## src/rtl/core/bfpa_pkg.sv

```systemverilog
`default_nettype none
package bfpa_pkg;

  localparam int PAGE_COUNT = 8192;
  localparam int WORD_BITS  = 64;
  localparam int WORD_COUNT = (PAGE_COUNT + WORD_BITS - 1) / WORD_BITS;
  localparam int ADDR_W     = $clog2(WORD_COUNT);
  localparam int BIT_W      = $clog2(WORD_BITS);
  localparam int INDEX_W    = 13;
  localparam int LIMIT_W    = 14;

  localparam logic [LIMIT_W-1:0] LIMIT_RESET = LIMIT_W'(8191);

  // Word 0 after reset: null page, bitmap page and the three kernel pages.
  localparam logic [WORD_BITS-1:0] INIT_WORD0 =
      (WORD_BITS'(1) << (32'h0000 >> 12)) |
      (WORD_BITS'(1) << (32'h6000 >> 12)) |
      (WORD_BITS'(1) << (32'h7c00 >> 12)) |
      (WORD_BITS'(1) << (32'h8000 >> 12)) |
      (WORD_BITS'(1) << (32'h9000 >> 12));

  typedef enum logic {
    REQ_ALLOC = 1'b0,
    REQ_QUERY = 1'b1
  } req_t;

  typedef enum logic [1:0] {
    ST_IDLE,
    ST_QUERY,
    ST_SCAN,
    ST_DONE
  } state_t;

  typedef struct packed {
    logic             found;
    logic [BIT_W-1:0] bit_idx;
  } find_res_t;

endpackage
`default_nettype wire

```

## src/rtl/core/bfpa_find.sv

```systemverilog
`default_nettype none
module bfpa_find
  import bfpa_pkg::*;
(
  input  wire logic [WORD_BITS-1:0] word,
  input  wire logic [ADDR_W-1:0]    addr,
  input  wire logic [LIMIT_W-1:0]   lim,
  output find_res_t                 res
);

  logic [LIMIT_W-1:0]   base;
  logic [LIMIT_W-1:0]   avail;
  logic [WORD_BITS-1:0] mask;
  logic [WORD_BITS-1:0] free;

  always_comb begin
    base  = LIMIT_W'({addr, BIT_W'(0)});
    avail = lim - base;
    // Pages at or above the limit count as used.
    if (avail >= LIMIT_W'(WORD_BITS)) begin
      mask = '1;
    end else begin
      mask = (WORD_BITS'(1) << avail[BIT_W-1:0]) - WORD_BITS'(1);
    end
    free = ~word & mask;
    res.found   = 1'b0;
    res.bit_idx = '0;
    for (int i = WORD_BITS - 1; i >= 0; i--) begin
      if (free[i]) begin
        res.found   = 1'b1;
        res.bit_idx = BIT_W'(i);
      end
    end
  end

endmodule
`default_nettype wire

```

## config.mk

```make
export PLATFORM = sky130hd
export DESIGN_NAME = bfpa_find
export DESIGN_NICKNAME = d
export VERILOG_FILES = /design/src/rtl/core/bfpa_pkg.sv /design/src/rtl/core/bfpa_find.sv
export SDC_FILE = /design/constraint.sdc
export NUM_CORES = 1
export LEC_CHECK = 0
export ABC_AREA = 1
export BUFFER_PORTS_ARGS = -buffer_cell sky130_fd_sc_hd__buf_2
export CORE_MARGIN = 1
export CORE_UTILIZATION = 63
export DETAILED_ROUTE_END_ITERATION = 7
export PLACE_DENSITY = 0.95
export SLEW_MARGIN = 10
export SYNTH_ARGS = -nofsm -noshare
export SYNTH_HDL_FRONTEND = slang
export SYNTH_SLANG_ARGS = --single-unit
```

## constraint.sdc

```tcl
create_clock -name vclk -period 13.8
set_clock_uncertainty 0.15 [all_clocks]
set_input_delay 0.69 -clock vclk [all_inputs]
set_output_delay 0.69 -clock vclk [all_outputs]
set_load 0.1 [all_outputs]
```

==> metrics.csv, run 1 <==
metric;value;unit
routed_via_density;5.904;
p_leak;2.596;nW
synth_area_leader_cell;nand2_1;
core;5991;um^2
crit_fanout;34;
yosysSeqAreaShare;0;
slowest_delay;0.48;ns
antenna_left;0;
place_hpwl;11440;um
grt_antenna_before_repair;0;
tightest_slew;0.9764;ns
finalSetupTns;0;ns
hold_violations;0;
nNetsFinal;966;
drv_slew;0;
yosys_warnings;0;
path_class;in -> out;
power_density;30.53;nW/um^2
synth.area.top_cells;nand2_1, nor2_1, inv_1, nand4_1, nand3_1;
maxCapViolations;0;
seq_cells;0;
drt_iter0_drc;943;
grt_pass1_wl;22490;um
synth.distinct_cells;43;
crit_path_end_kind;primary output;
status;finished clean;
crit_path_frequent_cell;nand2_1;
initial_core_util;0.6623;
io_pins;92;
setup-violations-final;0;
rsz0062_at_grt;false;
clkbuf_count;0;
fin_util;0.7320;
ir_drop;26.80;uV
finalCritPeriodShare;0.5480;
drive_gt1_frac;0.2023;
cts_hold_buffers;0;
wl;14010;um
seq_area;0;um^2
die_w;81.36;um
critPathSlowestCell;buf_2;
max_freq;132.2;MHz
internal_power;46.25;uW
rows;28;
grt_max_degree;49;
drc;0;
syn_area;3968;um^2
timing.slew.headroom;0.3467;
post_cts_resized;0;
hp-class;in -> out;
fp.dieArea;6619;um^2
grtUsageTotal;0.4354;
period_needed;7.562;ns
final_common_cell;nand2_1;
seqPwrFrac;0;
firstDrtPassIters;7;
crit_end;res[0];
fill_cells;570;
synth_top_area_frac;0.1996;
portBuffers;92;
die_height;81.36;um
area_growth;10.53;%
switching_share;0.6545;
routabilityCongestion;1.022;
n_antenna_cell;0;
syn_area_per_cell;4.941;um^2
combPwrFrac;1.000;
num_vias;5579;
cts_setup_buffers;0;
first_global_vias;4755;
cp.required;12.96;ns
route.detailed.wl_per_inst;14.83;um
p_clk_frac;0;
p_sw;87.64;uW
setup.worst_path.start;lim[4];
hold_start;word[1];
start_kind;input port;
syn_inst;803;
cp.arrival;6.72;ns
grt_overflow;0;
final_cell_mix;nand2_1, nor2_1, inv_1;
syn_nets;897;
## routing by layer
layer	global-route usage	up-vias	wire, um
li1	-	2755	-
met2	0.6800	367	6022
met4	0.2643	0	1085
met1	0.5495	2364	5419
met5	0	-	0
met3	0.07753	93	1487
## worst max-delay path: cells and delay by family
family / cells / cell delay (ns)
compound gates: 1 / 0.11
simple gates: 66 / 4.21
fa+ha+maj: 1 / 0.17
buf+inv: 5 / 1.50
## worst min path at each step
stage,depth (start not counted),slack [ns],end
2_1_floorplan,4,1.59,res[0]
3_5_place_dp,4,1.79,res[0]
5_1_grt,4,1.80,res[0]
6_report,4,1.79,res[0]
4_1_cts,4,1.79,res[0]
3_3_place_gp,4,1.80,res[0]
## power groups by stage
stage	combinational (mW)	sequential [mW]	clock [mW]
floorplan	0.0972	0	0
global placement	0.127	0	0
detailed placement	0.129	0	0
CTS	0.130	0	0
global route	0.148	0	0
finish	0.134	0	0
## synthesized netlist by cell type (2+ instances only)
| library cell | count |
|---|---|
| nand3_2 | 7 |
| a21boi_0 | 3 |
| nand2_2 | 9 |
| inv_2 | 14 |
| a21o_1 | 2 |
| ha_1 | 8 |
| nor4_1 | 3 |
| o21bai_1 | 23 |
| nor2_2 | 14 |
| or2_2 | 6 |
| nand4_1 | 45 |
| nand3_1 | 51 |
| nor3_2 | 7 |
| buf_6 | 2 |
| nor2_1 | 163 |
| clkbuf_1 | 6 |
| nor2_4 | 6 |
| inv_1 | 94 |
| a31o_2 | 12 |
| nand4_2 | 4 |
| buf_4 | 4 |
| a21oi_1 | 23 |
| a31oi_1 | 8 |
| o21ai_0 | 15 |
| nand2_1 | 211 |
| o21ai_2 | 2 |
| xnor2_1 | 4 |
| nand3b_1 | 5 |
| nor3_1 | 17 |
| buf_2 | 13 |
| xor2_1 | 10 |
## stage by stage
stage	area, um^2	instances	worst slack, ns	power, mW	hold WS (ns)
floorplan	3968	803	7.079	0.09715	1.589
global placement	4385	945	6.515	0.1273	1.797
detailed placement	4385	945	6.395	0.1293	1.793
CTS	4385	945	6.368	0.1298	1.793
global route	4385	945	5.532	0.1484	1.804
finish	4385	945	6.238	0.1339	1.794
## final cells by class
| type | instances | area (um^2) | share of cell area |
|---|---|---|---|
| multi-input cells | 669 | 3418 | 0.7795 |
| inverters | 108 | 405.4 | 0.09244 |
| well taps | 75 | 93.84 | 0.02140 |
| repair buffers | 93 | 467.9 | 0.1067 |
## cells by family after synthesis
logic type / count (synthesis) / synth area share
xor gates and xnor gates: 14 / 0.03090
buffers and inverters: 134 / 0.1384
AOI/OAI and AO/OA: 93 / 0.1542
and+or+nand+nor: 553 / 0.6462
adders and majority gates: 9 / 0.03028
Power figures use the tool's default switching activity.
==> run 2, diff against run 1 <==
ABC_AREA = 0   (was 1)
CORE_UTILIZATION = 56   (was 63)
PLACE_DENSITY = 0.9   (was 0.95)
clock period = 7.9 ns   (was 13.8 ns; I/O delays follow)
==> run 2 against run 1 <==
  * Sequential cell count stayed put
  * Count of clock-buffer cells in the layout stayed put
  * Setup slack worse by 4.2 ns
  * Wire length is 11% lower
  * Worst hold slack worse by 0.38 ns
  * Non-clock buffer count is 5 higher
  * Sequential share of layout area stayed put
  * Global-route usage is 4.8 points lower
  * Critical path type unchanged
  * Largest cell class unchanged
==> metrics.csv, run 2 <==
metric;value;unit;change
met3_length;1402;um;was 1487 um
drt_iter0_drc;736;;was 943
setup-violations-final;0;;unchanged
syn_inst;508;;was 803
placed_cells;631;;was 945
core;5608;um^2;was 5991 um^2
post_cts_resized;0;;unchanged
hold_slack;1.413;ns;was 1.794 ns
critPathSlowestCell;and3_1;;was buf_2
yosysMostFrequentCell;nor2_1;;was nand2_1
synth.distinct_cells;81;;was 43
synth_top_area_frac;0.08743;;was 0.1996
max_freq;171.7;MHz;
n_antenna_cell;0;;unchanged
drive_gt1_frac;0.2343;;was 0.2023
synth_common_cells;nor2_1, a21oi_1, nand2_1, a41oi_1, o21ai_0;;was nand2_1, nor2_1, inv_1, nand3_1, nand4_1
initial_core_util;0.5895;;was 0.6623
drc;0;;unchanged
die_w;78.83;um;was 81.36 um
place_hpwl;9564;um;was 11440 um
combPwrFrac;1.000;;about the same
hp-class;in -> out;;unchanged
routed_via_density;7.379;;was 5.904
grt_antenna_before_repair;0;;unchanged
rows;27;;was 28
p_leak;1.383;nW;was 2.596 nW
grt_overflow;0;;unchanged
syn_nets;602;;was 897
crit_path_frequent_cell;buf_2;;was nand2_1
tightest_slew;1.055;ns;was 0.9764 ns
crit_path_end_kind;primary output;;unchanged
seq_cells;0;;unchanged
num_vias;4656;;was 5579
synthAdderAreaFrac;0.03634;;was 0.03027
instances_no_fill;631;;was 945
yosys_warnings;0;;unchanged
routedLengthMet1;4823;um;was 5419 um
fin_area;3654;um^2;was 4385 um^2
firstDrtPassIters;5;;was 7
path_class;in -> out;;unchanged
dp_slack;2.164;ns;was 6.395 ns
ir_drop;52.91;uV;was 26.80 uV
synth.area.top_cells;a41oi_1, a21oi_1, nor2_1, o21ai_0, nand2_1;;was nand2_1, nor2_1, inv_1, nand4_1, nand3_1
fin_ws;2.076;ns;was 6.238 ns
io_pins;92;;unchanged
final_cell_mix;buf_2, nor2_1, a21oi_1;;was nand2_1, nor2_1, inv_1
switching_share;0.6611;;was 0.6545
placed_cell_area;3654;um^2;was 4385 um^2
hold_violations;0;;unchanged
synthMuxAreaShare;0.003028;;was 0
portBuffers;92;;unchanged
drv_slew;0;;unchanged
status;finished clean;;unchanged
synth-simple-area-share;0.3653;;was 0.6462
wl_met2;5673;um;was 6022 um
crit_fanout;47;;was 34
finalSetupTns;0;ns;unchanged
area_growth;10.52;%;was 10.53%
seq_area;0;um^2;unchanged
grt_pass1_wl;19460;um;was 22490 um
maxCapViolations;0;;unchanged
p_sw;138.8;uW;was 87.64 uW
slowest_delay;0.94;ns;was 0.48 ns
grt_max_degree;48;;was 49
grtUsageTotal;0.3874;;was 0.4354
timing.slew.headroom;0.2966;;was 0.3467
antenna_left;0;;unchanged
syn_area_per_cell;6.507;um^2;was 4.941 um^2
synth_area_leader_cell;a41oi_1;;was nand2_1
finalCritPeriodShare;0.7372;;
fp.dieArea;6214;um^2;was 6619 um^2
worstPathCellList;buf_2 -> ha_1 -> fa_1 -> nand2b_1 -> a221oi_1 -> o31ai_1 -> nor4b_4 -> buf_4 -> and3_1 -> a31oi_1 -> or4_4 -> nor3_2 -> o21ai_1 -> a211oi_2 -> buf_2;;
cp.arrival;5.28;ns;was 6.72 ns
start_kind;input port;;unchanged
seqPwrFrac;0;;about the same
period_needed;5.824;ns;
power_density;57.48;nW/um^2;was 30.53 nW/um^2
final_common_cell;buf_2;;was nand2_1
die_height;78.83;um;was 81.36 um
routabilityCongestion;1.032;;was 1.022
cp.required;7.36;ns;was 12.96 ns
p_clk_frac;0;;about the same
cts_hold_buffers;0;;unchanged
wl;12530;um;was 14010 um
internal_power;71.17;uW;was 46.25 uW
synth-compound-area-share;0.4731;;was 0.1542
dr.max_layer_used;met4;;unchanged
cts_setup_buffers;0;;unchanged
synth_xor_area_frac;0.02650;;was 0.03091
rsz0062_at_grt;false;;unchanged
yosysSeqAreaShare;0;;unchanged
synth_top_family_by_area;compound AO/OA/AOI/OAI gates;;was simple AND/OR/NAND/NOR gates
nNetsFinal;655;;was 966
clkbuf_count;0;;unchanged
route.detailed.wl_per_inst;19.85;um;was 14.83 um
fill_cells;533;;was 570
syn_area;3306;um^2;was 3968 um^2
first_global_vias;4137;;was 4755
run 2: cell count changes after synthesis, moves of 17 or more:
| cell | previous run | this run |
|---|---|---|
| a21oi_1 | 23 | 43 |
| a41oi_1 | 1 | 33 |
| clkbuf_1 | 6 | 25 |
| inv_1 | 94 | 15 |
| nand2_1 | 211 | 38 |
| nand3_1 | 51 | 18 |
| nand4_1 | 45 | 4 |
| nor2_1 | 163 | 56 |
| o21ai_0 | 15 | 32 |
| o21bai_1 | 23 | 0 |
run 2: power by group through the flow:
| stage | Combinational, mW | Clock [mW] | Sequential [mW] |
|---|---|---|---|
| 6_report | 0.210 | 0 | 0 |
| 5_1_grt | 0.226 | 0 | 0 |
| 4_1_cts | 0.202 | 0 | 0 |
| 3_5_place_dp | 0.201 | 0 | 0 |
| 3_3_place_gp | 0.198 | 0 | 0 |
| 2_1_floorplan | 0.154 | 0 | 0 |
run 2: cells by family (layout without fill, tap and decap cells):
| group | Yosys count | count (layout) |
|---|---|---|
| AND/OR/NAND/NOR | 218 | 218 |
| adder cells (fa/ha/maj) | 9 | 9 |
| multiplexers | 1 | 1 |
| buffers and inverters | 63 | 114 |
| XOR/XNOR | 10 | 10 |
| AO/OA/AOI/OAI | 207 | 207 |
run 2: through the flow:
stage	util	power, mW
final	0.6515	0.2100
after global routing	0.6515	0.2257
after CTS	0.6515	0.2024
after detailed placement	0.6515	0.2014
after global placement	0.6515	0.1984
after floorplan	-	0.1538
run 2: worst max-delay path: cells and delay by family:
family | cells | cell delay [ns]
adder cells (fa/ha/maj) | 2 | 0.59
buffers and inverters | 3 | 0.99
AND/OR/NAND/NOR | 5 | 2.21
AO/OA/AOI/OAI | 5 | 1.08
run 2: final cells by class:
| class | count | area (um^2) | area share |
|---|---|---|---|
| inverters | 16 | 60.06 | 0.01644 |
| repair buffers | 98 | 505.5 | 0.1384 |
| well taps | 72 | 90.09 | 0.02466 |
| multi-input cells | 445 | 2998 | 0.8206 |
run 2: path summary, 6_finish.rpt:
| path | start | end | depth (start not counted) |
|---|---|---|---|
| max | addr[0] | res[4] | 15 |
| min | word[14] | res[3] | 5 |
run 2: per-layer routing:
metal | track usage | vias up
li1 | - | 2108
met1 | 0.4870 | 2079
met2 | 0.6591 | 394
met3 | 0.03218 | 75
met4 | 0.1945 | 0
met5 | 0 | -
==> run 3, diff against run 2 <==
CORE_UTILIZATION = 51   (was 56)
PLACE_DENSITY = 0.86   (was 0.9)
clock period = 5.05 ns   (was 7.9 ns; I/O delays follow)
==> run 3 against run 2 <==
  * Power is 64% higher
  * Largest power group unchanged
  * Count of clock-buffer cells in the layout stayed put
  * Largest cell class unchanged
  * Sequential cell count stayed put
  * Final cell count is 2.1% higher
==> metrics.csv, run 3 (synthesized netlist as in run 2, its figures left out) <==
metric;value;unit;change
status;finished clean;;unchanged
grt_max_degree;47;;was 48
cts_setup_buffers;0;;unchanged
worstPathCellList;buf_2 -> nor2_1 -> and2_1 -> nand2_1 -> ha_1 -> o21ai_0 -> buf_4 -> nor2_1 -> a221oi_1 -> buf_4 -> a41oi_1 -> nor4_2 -> nand4_1 -> o41ai_1 -> a31oi_2 -> buf_2;;was buf_2 -> ha_1 -> fa_1 -> nand2b_1 -> a221oi_1 -> o31ai_1 -> nor4b_4 -> buf_4 -> and3_1 -> a31oi_1 -> or4_4 -> nor3_2 -> o21ai_1 -> a211oi_2 -> buf_2
io_pins;92;;unchanged
die_height;82.51;um;was 78.83 um
fp.dieArea;6808;um^2;was 6214 um^2
p_leak;1.464;nW;was 1.383 nW
placed_cells;644;;was 631
n_antenna_cell;0;;unchanged
rsz0062_at_grt;false;;unchanged
grt_antenna_before_repair;0;;unchanged
cp.required;4.65;ns;was 7.36 ns
hp-class;in -> out;;unchanged
final_cell_mix;buf_2, nor2_1, a21oi_1;;unchanged
final_common_cell;buf_2;;unchanged
tightest_slew;0.8242;ns;was 1.055 ns
drt_iter0_drc;568;;was 736
p_total;345.1;uW;was 210.0 uW
seq_cells;0;;unchanged
drive_gt1_frac;0.2548;;was 0.2343
path_class;in -> out;;unchanged
core;6096;um^2;was 5608 um^2
die_w;82.51;um;was 78.83 um
rows;28;;was 27
grt_overflow;0;;unchanged
power_density;89.55;nW/um^2;was 57.48 nW/um^2
crit_fanout;31;;was 47
post_cts_resized;0;;unchanged
drv_slew;0;;unchanged
seq_area;0;um^2;unchanged
instances_no_fill;644;;was 631
wl;12730;um;was 12530 um
cp.arrival;4.36;ns;was 5.28 ns
max_freq;210.2;MHz;
route.detailed.wl_per_inst;19.77;um;was 19.85 um
setup-violations-final;0;;unchanged
start_kind;input port;;unchanged
num_vias;4543;;was 4656
firstDrtPassIters;6;;was 5
portBuffers;92;;unchanged
fill_cells;582;;was 533
first_global_vias;4066;;was 4137
routabilityCongestion;0.9493;;was 1.032
cts_hold_buffers;0;;unchanged
crit_path_end_kind;primary output;;unchanged
grtUsageTotal;0.3750;;was 0.3874
period_needed;4.758;ns;
hold_slack;1.027;ns;was 1.413 ns
slowest_delay;0.59;ns;was 0.94 ns
maxCapViolations;0;;unchanged
finalCritPeriodShare;0.9422;;
initial_core_util;0.5423;;was 0.5895
nNetsFinal;665;;was 655
timing.slew.headroom;0.4458;;was 0.2966
placed_cell_area;3854;um^2;was 3654 um^2
ir_drop;113.1;uV;was 52.91 uV
grt_pass1_wl;19730;um;was 19460 um
area_growth;16.58;%;was 10.52%
drc;0;;unchanged
clkbuf_count;0;;unchanged
routed_via_density;7.054;;was 7.379
antenna_left;0;;unchanged
hold_violations;0;;unchanged
fin_area;3854;um^2;was 3654 um^2
critPathSlowestCell;o41ai_1;;was and3_1
place_hpwl;9754;um;was 9564 um
-- run 3: changes by cell type in the layout (fill, tap and decap cells not counted), sizes merged --
cell | before | now
buf | 98 | 108
-- run 3: critical path: cells and delay by family --
| kind | cells | cell delay [ns] |
|---|---|---|
| AO/OA/AOI/OAI | 5 | 1.37 |
| buffers and inverters | 4 | 0.94 |
| adder cells (fa/ha/maj) | 1 | 0.36 |
| AND/OR/NAND/NOR | 6 | 1.43 |
-- run 3: final timing paths --
kind	to	slack (ns)	depth (start not counted)	startpoint
setup / recovery	res[3]	0.29	16	lim[2]
hold / removal	res[0]	1.03	6	word[1]
-- run 3: per-stage QoR --
stage | util | setup TNS (ns) | worst slack, ns
after CTS | 0.6322 | 0 | 0.4067
after global placement | 0.6322 | 0 | 0.4365
after detailed placement | 0.6322 | 0 | 0.4399
final | 0.6322 | 0 | 0.2917
after floorplan | - | -0.1497 | -0.1242
after global routing | 0.6322 | 0 | 0.01757
-- run 3: power by group --
group | leakage, nW | switching, mW | internal, mW
combinational | 1.46 | 0.221 | 0.124
clock | 0 | 0 | 0
sequential | 0 | 0 | 0
-- run 3: final cells by class --
class                      count  area, um^2  area share
inverter                      16       60.06     0.01558
multi-input combinational    445        3019      0.7834
tap                           75       93.84     0.02435
timing repair buffer         108       680.7      0.1766
-- run 3: layer usage --
layer,vias up,part of all wire,track usage
met4,0,0.041,0.1655
li1,2131,-,-
met1,2021,0.40,0.4818
met2,350,0.44,0.6256
met5,-,0,0
met3,41,0.11,0.04396
